===== src/hdl/assert_macros.svh =====
// ----------------------------------------------------------------------------
// Assertion macros
// Shared concurrent assertion forms clocked on aclk and quiet during reset.
// ----------------------------------------------------------------------------
`ifndef ASSERT_MACROS_SVH
`define ASSERT_MACROS_SVH

// Checks prop at every rising edge of aclk while aresetn is high.
`define ASSERT_CLK(label, prop, msg) \
    label: assert property (@(posedge aclk) disable iff (!aresetn) (prop)) \
        else $error(msg);

// Checks that cond at one edge is followed by result at the next edge.
`define ASSERT_NEXT(label, cond, result, msg) \
    label: assert property (@(posedge aclk) disable iff (!aresetn) \
        (cond) |=> (result)) else $error(msg);

`endif


===== src/hdl/krhv_pkg.sv =====
// ----------------------------------------------------------------------------
// krhv_pkg
// Types and constants of the key region hit voter.
// ----------------------------------------------------------------------------
package krhv_pkg;

    localparam int COORD_W = 11;
    localparam int SPAN_W  = 12;
    localparam int HIT_W   = 17;
    localparam int VOTE_W  = 4;
    localparam int KEYS    = 4;
    localparam int PROD_W  = 24;

    localparam logic [HIT_W-1:0]  HIT_MAX  = '1;
    localparam logic [VOTE_W-1:0] VOTE_MAX = '1;

    localparam logic [7:0] SKIN_CR_LO = 8'd139;
    localparam logic [7:0] SKIN_CR_HI = 8'd161;
    localparam logic [7:0] SKIN_CB_LO = 8'd79;
    localparam logic [7:0] SKIN_CB_HI = 8'd121;

    localparam logic [SPAN_W-1:0] C_INSET = 12'd5;

    // Key order everywhere: C, D, E, G.
    localparam logic [1:0] KEY_C = 2'd0;
    localparam logic [1:0] KEY_D = 2'd1;
    localparam logic [1:0] KEY_E = 2'd2;
    localparam logic [1:0] KEY_G = 2'd3;

    // Area divisors that set each key's hit threshold.
    localparam logic [5:0] KEY_DIV [KEYS] = '{6'd20, 6'd20, 6'd45, 6'd17};

    typedef enum logic [2:0] {
        HIT_NONE = 3'd0,
        HIT_C    = 3'd1,
        HIT_D    = 3'd2,
        HIT_E    = 3'd3,
        HIT_G    = 3'd4
    } hit_code_t;

    typedef enum logic [2:0] {
        CFG_BAND_LEFT  = 3'd0,
        CFG_BAND_TOP   = 3'd1,
        CFG_KEY_WIDTH  = 3'd2,
        CFG_KEY_HEIGHT = 3'd3,
        CFG_DIFF_THR   = 3'd4,
        CFG_CONFIRM    = 3'd5
    } cfg_index_t;

endpackage


===== src/hdl/key_region_hit_voter.sv =====
// ----------------------------------------------------------------------------
// key_region_hit_voter
// Counts foreground pixels in four key rectangles and votes on a note.
// ----------------------------------------------------------------------------
// Pixels enter on the s_ channel, one word per pixel, with s_tlast on the
// last pixel of a frame. Only that last pixel produces a word on the m_
// channel: the key hit in this frame and, once enough frame votes agree, a
// confirmed note. Other pixels produce no output word.
// The configuration port writes one register per cycle while cfg_we is high;
// the user is to make writes only while the block is idle; the block does
// not enforce this. A pixel passes an input register and a flag register
// before the counters and the result register. One pixel is accepted every
// cycle while s_tready is high; the rate is set by the single counter update
// stage.
// A synchronous active-low reset loads the register defaults and clears the
// hit counts, the votes and all valid flags.
// While the receiver stalls, pixels keep flowing; s_tready drops only when a
// frame-end word reaches the counter stage and the previous result word has
// not yet been taken.
// ----------------------------------------------------------------------------
`include "assert_macros.svh"

module key_region_hit_voter #(
    parameter int COORD_LIMIT = 2048
) (
    input  logic        aclk,
    input  logic        aresetn,

    input  logic        cfg_we,
    input  logic [2:0]  cfg_index,
    input  logic [10:0] cfg_wdata,

    input  logic        s_tvalid,
    output logic        s_tready,
    // pixel_gray, background_gray, pixel_cr, pixel_cb, column, row, zero pad
    input  logic [55:0] s_tdata,
    input  logic        s_tlast,

    output logic        m_tvalid,
    input  logic        m_tready,
    // hit_key, note_valid, note_key, zero pad
    output logic [7:0]  m_tdata
);

    localparam int COORD_W = krhv_pkg::COORD_W;
    localparam int SPAN_W  = krhv_pkg::SPAN_W;
    localparam int HIT_W   = krhv_pkg::HIT_W;
    localparam int VOTE_W  = krhv_pkg::VOTE_W;
    localparam int KEYS    = krhv_pkg::KEYS;
    localparam int PROD_W  = krhv_pkg::PROD_W;
    localparam int LIM_W   = $clog2(COORD_LIMIT + 1);
    localparam int CMP_W   = (LIM_W > COORD_W) ? LIM_W : COORD_W;

    localparam logic [CMP_W-1:0] LIMIT = CMP_W'(COORD_LIMIT);

    logic [10:0] band_left_reg;
    logic [10:0] band_top_reg;
    logic [7:0]  key_width_reg;
    logic [8:0]  key_height_reg;
    logic [7:0]  diff_thr_reg;
    logic [3:0]  confirm_reg;

    logic [SPAN_W-1:0] bl5_reg, blw_reg, bl2w_reg, bl3w_reg, bl4w_reg, bl5w_reg;
    logic [SPAN_W-1:0] top5_reg, top_kh_reg;
    logic [HIT_W-1:0]  area_reg;

    logic              v1_reg;
    logic [7:0]        gray_reg, bkg_reg, cr_reg, cb_reg;
    logic [COORD_W-1:0] col_reg, row_reg;
    logic              last1_reg;

    logic              v2_reg;
    logic [KEYS-1:0]   inc_reg;
    logic              last2_reg;

    logic [HIT_W-1:0]  hit_cnt_reg  [KEYS];
    logic [VOTE_W-1:0] vote_cnt_reg [KEYS];

    logic              m_tvalid_reg;
    logic [2:0]        m_hit_key_reg;
    logic              m_note_valid_reg;
    logic [1:0]        m_note_key_reg;

    logic              advance;
    logic              fire;

    logic [7:0]        diff;
    logic              skin, fg, coord_ok, row_in;
    logic [SPAN_W-1:0] col_w, row_w;
    logic [KEYS-1:0]   inc_next;

    logic [HIT_W-1:0]  hit_cnt_next  [KEYS];
    logic [VOTE_W-1:0] vote_cnt_next [KEYS];
    logic [VOTE_W-1:0] vote_inc      [KEYS];
    logic [KEYS-1:0]   key_hit;
    logic [PROD_W-1:0] prod          [KEYS];
    logic [VOTE_W-1:0] need;
    krhv_pkg::hit_code_t hit_code;
    logic [1:0]        hit_idx;
    logic              hit_any;
    logic              note_valid;
    logic [1:0]        note_key;

    assign advance  = !(v2_reg && last2_reg && m_tvalid_reg && !m_tready);
    assign fire     = advance && v2_reg;
    assign s_tready = advance;
    assign m_tvalid = m_tvalid_reg;
    assign m_tdata  = {2'b00, m_note_key_reg, m_note_valid_reg, m_hit_key_reg};

    always_ff @(posedge aclk) begin
        if (!aresetn) begin
            band_left_reg  <= 11'd1007;
            band_top_reg   <= 11'd357;
            key_width_reg  <= 8'd69;
            key_height_reg <= 9'd250;
            diff_thr_reg   <= 8'd50;
            confirm_reg    <= 4'd3;
        end else if (cfg_we) begin
            unique case (cfg_index)
                krhv_pkg::CFG_BAND_LEFT:  band_left_reg  <= cfg_wdata;
                krhv_pkg::CFG_BAND_TOP:   band_top_reg   <= cfg_wdata;
                krhv_pkg::CFG_KEY_WIDTH:  key_width_reg  <= cfg_wdata[7:0];
                krhv_pkg::CFG_KEY_HEIGHT: key_height_reg <= cfg_wdata[8:0];
                krhv_pkg::CFG_DIFF_THR:   diff_thr_reg   <= cfg_wdata[7:0];
                krhv_pkg::CFG_CONFIRM:    confirm_reg    <= cfg_wdata[3:0];
                default: begin
                end
            endcase
        end
    end

    always_ff @(posedge aclk) begin
        bl5_reg    <= SPAN_W'(band_left_reg) + krhv_pkg::C_INSET;
        blw_reg    <= SPAN_W'(band_left_reg) + SPAN_W'(key_width_reg);
        bl2w_reg   <= SPAN_W'(band_left_reg) + SPAN_W'({key_width_reg, 1'b0});
        bl3w_reg   <= SPAN_W'(band_left_reg) + SPAN_W'({key_width_reg, 1'b0})
                      + SPAN_W'(key_width_reg);
        bl4w_reg   <= SPAN_W'(band_left_reg) + SPAN_W'({key_width_reg, 2'b00});
        bl5w_reg   <= SPAN_W'(band_left_reg) + SPAN_W'({key_width_reg, 2'b00})
                      + SPAN_W'(key_width_reg);
        top5_reg   <= SPAN_W'(band_top_reg) + krhv_pkg::C_INSET;
        top_kh_reg <= SPAN_W'(band_top_reg) + SPAN_W'(key_height_reg);
        area_reg   <= HIT_W'(key_width_reg * key_height_reg);
    end

    always_ff @(posedge aclk) begin
        if (!aresetn) begin
            v1_reg <= 1'b0;
            v2_reg <= 1'b0;
        end else if (advance) begin
            v1_reg <= s_tvalid;
            v2_reg <= v1_reg;
        end
    end

    always_ff @(posedge aclk) begin
        if (advance) begin
            gray_reg  <= s_tdata[7:0];
            bkg_reg   <= s_tdata[15:8];
            cr_reg    <= s_tdata[23:16];
            cb_reg    <= s_tdata[31:24];
            col_reg   <= s_tdata[42:32];
            row_reg   <= s_tdata[53:43];
            last1_reg <= s_tlast;
            inc_reg   <= inc_next;
            last2_reg <= last1_reg;
        end
    end

    always_comb begin
        diff = (gray_reg > bkg_reg) ? gray_reg - bkg_reg : bkg_reg - gray_reg;
        skin = cr_reg >= krhv_pkg::SKIN_CR_LO && cr_reg <= krhv_pkg::SKIN_CR_HI
            && cb_reg >= krhv_pkg::SKIN_CB_LO && cb_reg <= krhv_pkg::SKIN_CB_HI;
        fg = diff > diff_thr_reg && !skin;
        coord_ok = CMP_W'(col_reg) < LIMIT && CMP_W'(row_reg) < LIMIT;
        col_w = SPAN_W'(col_reg);
        row_w = SPAN_W'(row_reg);
        row_in = row_reg >= band_top_reg && row_w < top_kh_reg;
        inc_next = '0;
        if (fg && coord_ok && row_in) begin
            inc_next[krhv_pkg::KEY_C] = col_w >= bl5_reg
                && col_w + krhv_pkg::C_INSET < blw_reg
                && row_w >= top5_reg && row_w + krhv_pkg::C_INSET < top_kh_reg;
            inc_next[krhv_pkg::KEY_D] = col_w >= blw_reg && col_w < bl2w_reg;
            inc_next[krhv_pkg::KEY_E] = col_w >= bl2w_reg && col_w < bl3w_reg;
            inc_next[krhv_pkg::KEY_G] = col_w >= bl4w_reg && col_w < bl5w_reg;
        end
    end

    always_comb begin
        for (int k = 0; k < KEYS; k++) begin
            if (inc_reg[k] && hit_cnt_reg[k] != krhv_pkg::HIT_MAX) begin
                hit_cnt_next[k] = hit_cnt_reg[k] + HIT_W'(1);
            end else begin
                hit_cnt_next[k] = hit_cnt_reg[k];
            end
            // count >= area / div holds exactly when area < div * (count + 1).
            prod[k] = PROD_W'(krhv_pkg::KEY_DIV[k])
                      * (PROD_W'(hit_cnt_next[k]) + PROD_W'(1));
            key_hit[k] = PROD_W'(area_reg) < prod[k];
        end

        hit_any  = 1'b1;
        hit_idx  = krhv_pkg::KEY_C;
        hit_code = krhv_pkg::HIT_NONE;
        priority if (key_hit[krhv_pkg::KEY_E]) begin
            hit_idx  = krhv_pkg::KEY_E;
            hit_code = krhv_pkg::HIT_E;
        end else if (key_hit[krhv_pkg::KEY_D]) begin
            hit_idx  = krhv_pkg::KEY_D;
            hit_code = krhv_pkg::HIT_D;
        end else if (key_hit[krhv_pkg::KEY_C]) begin
            hit_idx  = krhv_pkg::KEY_C;
            hit_code = krhv_pkg::HIT_C;
        end else if (key_hit[krhv_pkg::KEY_G]) begin
            hit_idx  = krhv_pkg::KEY_G;
            hit_code = krhv_pkg::HIT_G;
        end else begin
            hit_any = 1'b0;
        end

        for (int k = 0; k < KEYS; k++) begin
            if (hit_any && hit_idx == 2'(k) && vote_cnt_reg[k] != krhv_pkg::VOTE_MAX) begin
                vote_inc[k] = vote_cnt_reg[k] + VOTE_W'(1);
            end else begin
                vote_inc[k] = vote_cnt_reg[k];
            end
        end

        need = (confirm_reg == '0) ? VOTE_W'(1) : confirm_reg;
        note_valid = 1'b1;
        note_key   = krhv_pkg::KEY_C;
        priority if (vote_inc[krhv_pkg::KEY_C] >= need) begin
            note_key = krhv_pkg::KEY_C;
        end else if (vote_inc[krhv_pkg::KEY_D] >= need) begin
            note_key = krhv_pkg::KEY_D;
        end else if (vote_inc[krhv_pkg::KEY_E] >= need) begin
            note_key = krhv_pkg::KEY_E;
        end else if (vote_inc[krhv_pkg::KEY_G] >= need) begin
            note_key = krhv_pkg::KEY_G;
        end else begin
            note_valid = 1'b0;
        end

        for (int k = 0; k < KEYS; k++) begin
            vote_cnt_next[k] = note_valid ? '0 : vote_inc[k];
        end
    end

    always_ff @(posedge aclk) begin
        if (!aresetn) begin
            for (int k = 0; k < KEYS; k++) begin
                hit_cnt_reg[k]  <= '0;
                vote_cnt_reg[k] <= '0;
            end
        end else if (fire) begin
            for (int k = 0; k < KEYS; k++) begin
                hit_cnt_reg[k] <= last2_reg ? '0 : hit_cnt_next[k];
                if (last2_reg) begin
                    vote_cnt_reg[k] <= vote_cnt_next[k];
                end
            end
        end
    end

    always_ff @(posedge aclk) begin
        if (!aresetn) begin
            m_tvalid_reg <= 1'b0;
        end else if (fire && last2_reg) begin
            m_tvalid_reg <= 1'b1;
        end else if (m_tready) begin
            m_tvalid_reg <= 1'b0;
        end
    end

    always_ff @(posedge aclk) begin
        if (fire && last2_reg) begin
            m_hit_key_reg    <= hit_code;
            m_note_valid_reg <= note_valid;
            m_note_key_reg   <= note_valid ? note_key : krhv_pkg::KEY_C;
        end
    end

    `ASSERT_NEXT(a_hits_clear_at_frame_end, fire && last2_reg,
        hit_cnt_reg[0] == '0 && hit_cnt_reg[1] == '0 && hit_cnt_reg[2] == '0
        && hit_cnt_reg[3] == '0, "hit counts not cleared after frame end")
    `ASSERT_NEXT(a_votes_clear_on_note, fire && last2_reg && note_valid,
        vote_cnt_reg[0] == '0 && vote_cnt_reg[1] == '0 && vote_cnt_reg[2] == '0
        && vote_cnt_reg[3] == '0, "votes not cleared after a note")
    `ASSERT_NEXT(a_result_word_from_frame_end, !m_tvalid_reg && !(fire && last2_reg),
        !m_tvalid_reg, "result word appeared without a frame-end pixel")
    `ASSERT_CLK(a_note_key_zero_without_note, m_tvalid_reg && !m_note_valid_reg
        |-> m_note_key_reg == krhv_pkg::KEY_C, "note key set without a note")

endmodule

===== config.mk =====
export PLATFORM = sky130hd
export DESIGN_NAME = key_region_hit_voter
export DESIGN_NICKNAME = d
export VERILOG_FILES = /design/src/hdl/krhv_pkg.sv /design/src/hdl/key_region_hit_voter.sv
export VERILOG_INCLUDE_DIRS = /design/src /design/src/hdl
export SDC_FILE = /design/constraint.sdc
export NUM_CORES = 1
export LEC_CHECK = 0
export BUFFER_PORTS_ARGS = -buffer_cell sky130_fd_sc_hd__buf_4
export CORE_UTILIZATION = 51
export DETAILED_ROUTE_END_ITERATION = 6
export PLACE_DENSITY = 0.64
export SETUP_SLACK_MARGIN = 0.5
export SLEW_MARGIN = 20
export SYNTH_ARGS = -nofsm -noshare
export SYNTH_HDL_FRONTEND = slang
export SYNTH_SLANG_ARGS = --single-unit

===== constraint.sdc =====
create_clock -name aclk -period 18.5 [get_ports aclk]
set_input_delay 2.775 -clock aclk [delete_from_list [all_inputs] [get_ports aclk]]
set_output_delay 2.775 -clock aclk [all_outputs]
set_load 0.01 [all_outputs]

[Yosys cells after proc, flatten, opt, wreduce, memory -nomap -nowiden]
Memory sizes are Yosys's and may differ from the RTL's.
Cells that the tools add are included.
Storage, ports and cells
  register bits after elaboration: 233
  bits in writable memories: 84
  output and inout bits: 10
  logic and storage cells: 215
  memories kept: 2
Memories
  hit_cnt_reg: words 4, bits a word 17, read ports 4, clocked after Yosys merged registers in 0, wr ports 4, line key_region_hit_voter.sv:76  | logic [HIT_W-1:0] hit_cnt_reg [KEYS];
  vote_cnt_reg: words 4, bits a word 4, read ports 4, clocked after Yosys merged registers in 0, wr ports 4, line key_region_hit_voter.sv:77  | logic [VOTE_W-1:0] vote_cnt_reg [KEYS];
Cells by class
  add/subtract/negate cells: 24
  multipliers: 5
  $lt $le $gt $ge: 26
  equal/unequal tests: 16
  mux-type cells: 54
  bitwise operators: 9
  reductions and logical operators: 46
Operators with widths (number)
  17-bit 2-to-1 mux: 12
  17-bit by 1-bit adder with 18-bit output, second input constant: 4
  17-bit by 23-bit less-than comparator with 1-bit output: 3
  17-bit by 1-bit adder with 17-bit output, second input constant: 4
  17-bit != test, second input constant: 4
  11-bit by 12-bit greater-or-equal comparator with 1-bit output: 5
  4-bit 2-to-1 mux: 13
  11-bit by 3-bit adder with 12-bit output, second input constant: 4
  11-bit by 12-bit less-than comparator with 1-bit output: 4
  3-bit by 18-bit multiplier with 21-bit output, first input constant: 2
  1-bit logical AND: 29
  11-bit by 9-bit adder with 12-bit output: 2
  12-bit by 8-bit adder with 12-bit output: 2
  12-bit less-than comparator: 2
  17-bit by 24-bit less-than comparator with 1-bit output: 1
  6-bit by 18-bit multiplier with 24-bit output, first input constant: 1
  5-bit by 18-bit multiplier with 23-bit output, first input constant: 1
  1-bit 2-to-1 mux: 20
  8-bit by 9-bit multiplier with 17-bit output: 1
  4-bit by 1-bit adder with 4-bit output, second input constant: 4
  4-bit greater-or-equal comparator: 4
  8-bit greater-than comparator: 2
  4-bit != test, second input constant: 4
  8-bit subtractor: 2
  25 further kinds: 50

[Longest topological paths before layout]
Gate-level depths: netlist of the first run.
An unclocked memory read counts as a cell.
  word-level depth: 22
  mapped depth: 51
  depth with buffers taken out: 47

[Least setup slack after synthesis of the first run]
No wires, ideal clock.
  path type: register -> register
  start: memory hit_cnt_reg[2][9]
  end: memory vote_cnt_reg[3][2], data pin
  library setup time: 130 ps
  data arrival time: 9751 ps
  data required time: 18370 ps
  setup slack: 8619 ps
  cell stages (with the launch flop): 49
  period minus slack after synthesis: 9881 ps
  path through: edfxtp_1 -> clkbuf_1 -> and4_1 -> nand3_1 -> nor4_1 -> ha_1 -> nand2b_1 -> xnor2_1 -> ha_1 -> nand2b_1 -> nor3_1 -> nor4b_1 -> o21ai_0 -> xnor2_1 -> ha_1 -> inv_1 -> maj3_1 -> fa_1 -> (+13 left out) -> nor4_2 -> and3_1 -> clkbuf_1 -> nand3_2 -> buf_6 -> or3_1 -> and2_1 -> ha_1 -> nand2b_1 -> a21o_1 -> a21o_1 -> a21oi_1 -> nand4_1 -> or3_1 -> buf_1 -> inv_1 -> o41ai_1 -> o21ba_1
RTL lines (line)
  from (decl): key_region_hit_voter.sv:76
  to (decl): key_region_hit_voter.sv:77

==> run summary, run 1 <==
SYNTHESIS
--------------------------------------------------------------------------------------
Seq/Total Area, Yosys                                                           0.2749
Cell area after technology mapping                                        0.02825 mm^2
Yosys cell types                                                                   102
Synth async-reset ratio                                                              0
Number of synthesized flops with an enable pin                                     150
Leading cell type by number of instances after synthesis                  sky130_fd_sc_hd__ha_1
Number of synthesis warnings                                                         0
Prevailing post-synth register cell                                       sky130_fd_sc_hd__dfxtp_1
Cell type with the highest aggregate area in the netlist                  sky130_fd_sc_hd__ha_1
Area contributors post-synth                                              sky130_fd_sc_hd__ha_1, sky130_fd_sc_hd__edfxtp_1, sky130_fd_sc_hd__dfxtp_1
Synthesized flop and latch total                                                   313
Yosys top cell area share                                                       0.2037
Synth cell count leaders                                                  sky130_fd_sc_hd__ha_1, sky130_fd_sc_hd__inv_1, sky130_fd_sc_hd__nand2_1
Synth Area per Inst                                                         8.994 um^2
Number of instances in the synthesized netlist                                    3141

TIMING
--------------------------------------------------------------------------------------
Ratio of final minimum period to clock period                                   0.6147
Total count of hold-check failures in the final report                               0
Smallest hold slack                                                          0.4311 ns
Final count of negative-setup-slack endpoints                                        0
Setup repair after global routing missed its margin                              false
Setup tns final                                                                   0 ns
Max frequency                                                                87.93 MHz
Rel. slew slack                                                                 0.3219
Fin worst setup slack                                                         7.127 ns
Clock period minus final worst setup slack                                    11.37 ns
Transition time of the tightest slew-check pin                                1.017 ns
Max-slew violations                                                                  0
Clock Skews                                                                 0.01928 ns

FINAL LAYOUT
--------------------------------------------------------------------------------------
Non-filler instance count after layout                                            3920
Fraction of layout cells with a size suffix above 1                            0.06297
Layout overhead on the synthesized area                                         9.123%
Net count, final                                                                  3799
Largest register FFs                                                                68
Count of antenna diodes in the layout                                                0

PLACE
--------------------------------------------------------------------------------------
Placed wire-length estimate                                                   50.38 mm
Count of port buffers added during placement                                        81
Worst-case setup slack after placement                                        7.062 ns
Dpl cells                                                                         3846
Final weighted congestion in routability-driven placement                       0.8794

PWR
--------------------------------------------------------------------------------------
Total design power                                                            2.544 mW
Internal power contribution                                                   1.677 mW
Switching power                                                              0.8666 mW
Comb power frac                                                                  0.338
Leakage power                                                                 14.01 nW
Switching share of power                                                        0.3406
Relative contribution of sequential cells to total power                         0.337
Clk pwr share                                                                    0.324
VDD IR-drop max                                                             0.06428 mV
P per Cell Area                                                           82.52 mW/mm^2

FLOORPLAN
--------------------------------------------------------------------------------------
Die H                                                                         237.4 um
Ports                                                                               86
Width of the chip                                                             237.4 um
Area of the die                                                           0.05634 mm^2
Initial Util                                                                    0.5209
Area of the core region                                                   0.05424 mm^2
Cell Rows                                                                           85

WORST SETUP PATH
--------------------------------------------------------------------------------------
Setup slack of the most critical reg-to-reg path                               7.13 ns
Worst setup SP type                                                           register
Critical R2R Launch                                                       hit_cnt_reg[2][9]$_SDFFCE_PP0P_
CP Data Required Time                                                         18.93 ns
Type of destination of the critical path                                      register
Worst flop-to-flop path endpoint                                          vote_cnt_reg[3][2]$_SDFFCE_PP0P_
Delay of the slowest cell on the worst path                                    0.57 ns
Classification of the worst setup path                                      reg -> reg
Depth of the worst register-to-register path                                        44
Maximum fanout along the worst path                                                 11
Data arrival time of the worst path                                           11.80 ns
Cell type of the slowest stage on the worst timing path                   sky130_fd_sc_hd__or3_1
CP dominant cell by count                                                 sky130_fd_sc_hd__ha_1

MIN PATH
--------------------------------------------------------------------------------------
Worst-case hold path end point                                            bl4w_reg[0]$_DFF_P_
Launch point of the worst hold path                                       band_left_reg[0]$_SDFFE_PN1P_
Min-Delay Path Depth                                                                 0
Type of the worst min-delay path                                            reg -> reg

CLOCK TREE
--------------------------------------------------------------------------------------
Clock H-tree levels                                                                  2
Clock root cell                                                           sky130_fd_sc_hd__clkbuf_16
Post-CTS setup buffers                                                               0
Clock tree from TritonCTS                                                        built
Clock slew at the register clock pins of the worst setup and hold paths        0.06 ns
PostCTS Resize Cnt                                                                   0
Clock Latency Late Sink                                                        0.57 ns
TritonCTS buffer count                                                              40
Total of hold buffers inserted after clock tree synthesis                            0
Sink count of the clock tree                                                       313
Worst-case clock buffer depth                                                        3

DETAILED ROUTING
--------------------------------------------------------------------------------------
Iteration count of the initial detailed-routing pass                                 5
Detailed router's first-iteration violation count                                 1090
DR DRC count                                                                         0
Ratio of routed vias to standard cells                                           5.611
Drt total wl                                                                  64.92 mm
Routed length per instance                                                    16.56 um
Detail Route Antenna Nets                                                            0
Total via count after detailed routing                                           21990

GRT
--------------------------------------------------------------------------------------
Number of antenna violations at the first check in global routing                    0
All-layer global routing usage                                                  0.2311
Maximum number of pins on one net before global-route repair                        69
Grt total ovfl                                                                       0
Via count of the first global-routing pass                                       21860
First-pass GRT wire length                                                    107.3 mm

OUTCOME
--------------------------------------------------------------------------------------
Result of the run                                                         finished clean

RUN
--------------------------------------------------------------------------------------
Maximum Capacitance Violations                                                       0

==> area by class of cell <==
class | instances | area (um^2)
Clock inverter | 21 | 265.3
Timing Repair Buffer | 86 | 645.6
Multi-Input combinational cell | 2421 | 18900
Fill cell | 4828 | 23410
Sequential cell | 313 | 7767
Tap cell | 696 | 870.8
Inverter | 330 | 1239
Clock buffer | 53 | 1145
==> metal layers <==
layer | wire, um | GRT usage
met1 | 30260 | 0.3028
met2 | 31050 | 0.4025
met3 | 2277 | 0.02799
met4 | 1339 | 0.05846
met5 | 0 | 0
==> how the worst max path moves through the flow <==
stage | from | to | slack [ns]
finish | hit_cnt_reg[2][9]$_SDFFCE_PP0P_ | vote_cnt_reg[3][2]$_SDFFCE_PP0P_ | 7.13
global route | hit_cnt_reg[2][9]$_SDFFCE_PP0P_ | vote_cnt_reg[3][2]$_SDFFCE_PP0P_ | 6.32
CTS | hit_cnt_reg[2][9]$_SDFFCE_PP0P_ | vote_cnt_reg[3][2]$_SDFFCE_PP0P_ | 7.05
detailed placement | hit_cnt_reg[2][9]$_SDFFCE_PP0P_ | vote_cnt_reg[3][2]$_SDFFCE_PP0P_ | 7.06
global placement | hit_cnt_reg[2][9]$_SDFFCE_PP0P_ | vote_cnt_reg[3][2]$_SDFFCE_PP0P_ | 7.37
floorplan | hit_cnt_reg[2][9]$_SDFFCE_PP0P_ | vote_cnt_reg[3][2]$_SDFFCE_PP0P_ | 8.62
==> logic make-up (layout without fill, tap and decap cells) <==
group / count (synthesis) / count (layout) / synth area share
XOR/XNOR: 283 / 283 / 0.08774
flip-flops: 313 / 313 / 0.2749
adder cells (fa/ha/maj): 532 / 532 / 0.2544
AO/OA/AOI/OAI: 608 / 608 / 0.1406
AND/OR/NAND/NOR: 970 / 970 / 0.1760
other: 1 / 2 / 0.0001327
buffers and inverters: 408 / 490 / 0.05669
multiplexers: 26 / 26 / 0.009566
==> layout by cell type (no fill, tap or decap), types with 18 or more instances in the layout <==
cell type	instances
sky130_fd_sc_hd__nand2_1	272
sky130_fd_sc_hd__inv_1	329
sky130_fd_sc_hd__nor2_1	215
sky130_fd_sc_hd__and3_1	22
sky130_fd_sc_hd__nor2b_1	43
sky130_fd_sc_hd__and2_1	64
sky130_fd_sc_hd__clkbuf_16	44
sky130_fd_sc_hd__nand3_1	81
sky130_fd_sc_hd__a31oi_1	19
sky130_fd_sc_hd__nor3_1	50
sky130_fd_sc_hd__nand4_1	39
sky130_fd_sc_hd__a21oi_1	184
sky130_fd_sc_hd__xor2_1	112
sky130_fd_sc_hd__edfxtp_1	150
sky130_fd_sc_hd__o21a_1	41
sky130_fd_sc_hd__dfxtp_1	163
sky130_fd_sc_hd__o21ai_0	117
sky130_fd_sc_hd__a21o_1	67
sky130_fd_sc_hd__o21bai_1	22
sky130_fd_sc_hd__buf_4	86
sky130_fd_sc_hd__nand2b_1	55
sky130_fd_sc_hd__fa_1	71
sky130_fd_sc_hd__ha_1	460
sky130_fd_sc_hd__mux2i_1	18
sky130_fd_sc_hd__a211oi_1	20
sky130_fd_sc_hd__o211ai_1	25
sky130_fd_sc_hd__or3_1	19
sky130_fd_sc_hd__xnor2_1	171
==> worst max-delay path: cells and delay by family, from the launching register on <==
kind | cells | cell delay (ns)
buffers and inverters | 3 | 0.35
and+or+nand+nor | 18 | 5.04
adders and majority gates | 8 | 2.68
AOI/OAI and AO/OA | 12 | 2.19
DFF | 1 | 0.49
xor gates and xnor gates | 3 | 0.45
==> power groups by stage <==
stage | Clock (mW) | Combinational, mW | Sequential [mW]
global placement | 0 | 0.824 | 0.872
finish | 0.825 | 0.861 | 0.858
CTS | 0.845 | 0.865 | 0.859
detailed placement | 0 | 0.856 | 0.873
floorplan | 0 | 0.680 | 0.835
global route | 0.869 | 0.995 | 0.866
==> through the flow <==
step,instance area [um^2],util
after CTS,30830,0.5684
after detailed placement,29420,0.5424
after global routing,30830,0.5684
after global placement,29420,0.5424
after floorplan,28250,-
final,30830,0.5684
Note: power is estimated with default switching activity, not from simulation.
==> run 2, diff against run 1 <==
==> constraint.sdc (replaced) <==
create_clock -name aclk -period 11.3 [get_ports aclk]
set_input_delay 1.695 -clock aclk [delete_from_list [all_inputs] [get_ports aclk]]
set_output_delay 1.695 -clock aclk [all_outputs]
set_load 0.01 [all_outputs]
==> run summary, run 2 (synthesis results as in run 1) <==
OUTCOME
--------------------------------------------------------------------------------------
Result of the run                                                         finished clean

DETAILED ROUTING
--------------------------------------------------------------------------------------
Met3 wire length                                                              2.367 mm
WL met1                                                                       30.48 mm
Detailed router's first-iteration violation count                                 1009
Drt total wl                                                                  65.26 mm
DR DRC count                                                                         0
Routed length on met2                                                         31.12 mm
Total via count after detailed routing                                           21870
Highest metal used                                                                met4
Iteration count of the initial detailed-routing pass                                 5
Routed length per instance                                                    16.60 um
Ratio of routed vias to standard cells                                           5.562
Detail Route Antenna Nets                                                            0

MIN PATH
--------------------------------------------------------------------------------------
Type of the worst min-delay path                                            reg -> reg
Min-Delay Path Depth                                                                 0
Worst-case hold path end point                                            bl4w_reg[0]$_DFF_P_
Launch point of the worst hold path                                       band_left_reg[0]$_SDFFE_PN1P_

PLACE
--------------------------------------------------------------------------------------
Final weighted congestion in routability-driven placement                       0.8718
Placed wire-length estimate                                                   50.27 mm
Worst-case setup slack after placement                                       0.6313 ns
Count of port buffers added during placement                                        81

PWR
--------------------------------------------------------------------------------------
Clk pwr share                                                                    0.317
Comb power frac                                                                  0.343
Internal power contribution                                                   2.716 mW
P per Cell Area                                                           133.6 mW/mm^2
VDD IR-drop max                                                              0.1170 mV
Switching share of power                                                        0.3429
Leakage power                                                                 14.08 nW
Total design power                                                            4.133 mW
Switching power                                                               1.417 mW
Relative contribution of sequential cells to total power                         0.340

TIMING
--------------------------------------------------------------------------------------
Fin worst setup slack                                                         1.186 ns
Max frequency                                                                98.87 MHz
Rel. slew slack                                                                 0.3163
Transition time of the tightest slew-check pin                                1.026 ns
Total count of hold-check failures in the final report                               0
Max-slew violations                                                                  0
Setup repair after global routing missed its margin                              false
Clock Skews                                                                 0.01029 ns
Final count of negative-setup-slack endpoints                                        0
Setup tns final                                                                   0 ns
Ratio of final minimum period to clock period                                   0.8951
Clock period minus final worst setup slack                                    10.11 ns

GRT
--------------------------------------------------------------------------------------
Grt total ovfl                                                                       0
Maximum number of pins on one net before global-route repair                        69
Number of antenna violations at the first check in global routing                    1
Via count of the first global-routing pass                                       22080
First-pass GRT wire length                                                    108.7 mm
All-layer global routing usage                                                  0.2342

FLOORPLAN
--------------------------------------------------------------------------------------
Cell Rows                                                                           85
Die H                                                                         237.4 um
Area of the core region                                                   0.05424 mm^2
Area of the die                                                           0.05634 mm^2
Width of the chip                                                             237.4 um
Initial Util                                                                    0.5209
Ports                                                                               86

WORST SETUP PATH
--------------------------------------------------------------------------------------
Delay of the slowest cell on the worst path                                    0.50 ns
Critical R2R Launch                                                       hit_cnt_reg[2][0]$_SDFFCE_PP0P_
Worst setup SP type                                                           register
Setup slack of the most critical reg-to-reg path                               1.19 ns
CP dominant cell by count                                                 sky130_fd_sc_hd__ha_1
Classification of the worst setup path                                      reg -> reg
CP Data Required Time                                                         11.68 ns
Type of destination of the critical path                                      register
Cell type of the slowest stage on the worst timing path                   sky130_fd_sc_hd__edfxtp_1
Depth of the worst register-to-register path                                        45
Data arrival time of the worst path                                           10.49 ns
Worst flop-to-flop path endpoint                                          vote_cnt_reg[0][3]$_SDFFCE_PP0P_
Maximum fanout along the worst path                                                  9

CLOCK TREE
--------------------------------------------------------------------------------------
Total of hold buffers inserted after clock tree synthesis                            0
TritonCTS buffer count                                                              39
Clock slew at the register clock pins of the worst setup and hold paths        0.06 ns
Clock H-tree levels                                                                  2
Sink count of the clock tree                                                       313
Clock tree from TritonCTS                                                        built
Clock root cell                                                           sky130_fd_sc_hd__clkbuf_16
Clock Latency Late Sink                                                        0.57 ns
Worst-case clock buffer depth                                                        3

RUN
--------------------------------------------------------------------------------------
Maximum Capacitance Violations                                                       0

FINAL LAYOUT
--------------------------------------------------------------------------------------
Count of antenna diodes in the layout                                                0
Commonest cells after routing, fill and taps aside                        sky130_fd_sc_hd__ha_1, sky130_fd_sc_hd__inv_1, sky130_fd_sc_hd__nand2_1
Fraction of layout cells with a size suffix above 1                            0.07108
Commonest non-fill, non-tap cell in the layout                            sky130_fd_sc_hd__ha_1
Layout overhead on the synthesized area                                         9.535%
Net count, final                                                                  3812
Largest register FFs                                                                68

-- run 2: cell types whose count changed in the layout (fill, tap and decap cells not counted), sizes merged --
cell / previous run / this run
clkinv: 15 / 12
bufinv: 4 / 3
clkinvlp: 2 / 1
inv: 330 / 331
buf: 86 / 100
clkbuf: 53 / 55
-- run 2: critical path, delay by kind of cell (launching register included) --
family,cells,cell delay (ns)
buffers and inverters,4,0.64
AND/OR/NAND/NOR,18,3.46
AO/OA/AOI/OAI,12,2.35
adder cells (fa/ha/maj),7,2.32
XOR/XNOR,4,0.68
flip-flops,1,0.50
-- run 2: cell type report --
class,instances,area (um^2)
clock buffers,55,1149
fillers,4826,23290
multi-input cells,2421,18970
repair buffers,100,763.2
clock inverters,17,188.9
well taps,696,870.8
flip-flops and latches,313,7767
inverters,330,1239
-- run 2: how the worst max path moves through the flow --
stage / startpoint / end / slack (ns) / depth (start not counted)
floorplan: hit_cnt_reg[2][9]$_SDFFCE_PP0P_ / vote_cnt_reg[3][2]$_SDFFCE_PP0P_ / 1.42 / 48
global placement: hit_cnt_reg[2][9]$_SDFFCE_PP0P_ / vote_cnt_reg[3][2]$_SDFFCE_PP0P_ / 0.76 / 44
detailed placement: hit_cnt_reg[2][9]$_SDFFCE_PP0P_ / vote_cnt_reg[3][2]$_SDFFCE_PP0P_ / 0.63 / 45
CTS: hit_cnt_reg[2][9]$_SDFFCE_PP0P_ / vote_cnt_reg[3][2]$_SDFFCE_PP0P_ / 0.55 / 45
global route: hit_cnt_reg[2][9]$_SDFFCE_PP0P_ / vote_cnt_reg[3][3]$_SDFFCE_PP0P_ / 0.49 / 46
finish: hit_cnt_reg[2][0]$_SDFFCE_PP0P_ / vote_cnt_reg[0][3]$_SDFFCE_PP0P_ / 1.19 / 45
-- run 2: repair_timing --
action	CTS	global route
endpoints found under the hold margin	0	0
resized for setup	0	14
setup endpoints to repair	0	16
buffers inserted	0	11
-- run 2: per-stage QoR --
step	std cells	cell area, um^2	hold slack (ns)	util
after global routing	3932	30940	0.4502	0.5705
after floorplan	3142	28250	0.3837	-
final	3932	30940	0.4302	0.5705
after detailed placement	3849	29440	0.4318	0.5428
after global placement	3849	29440	0.4262	0.5428
after CTS	3921	30780	0.4391	0.5675
-- run 2: metal layers --
metal / up-vias / track usage
met5: - / 0
met4: 0 / 0.06080
met3: 92 / 0.02834
met2: 402 / 0.4040
met1: 10230 / 0.3095
li1: 11150 / -
-- run 2: power by group through the flow --
stage	registers, mW	logic, mW	clock network, mW
4_1_cts	1.41	1.42	1.35
3_5_place_dp	1.43	1.40	0
3_3_place_gp	1.43	1.35	0
5_1_grt	1.42	1.64	1.39
2_1_floorplan	1.37	1.11	0
6_report	1.41	1.42	1.31
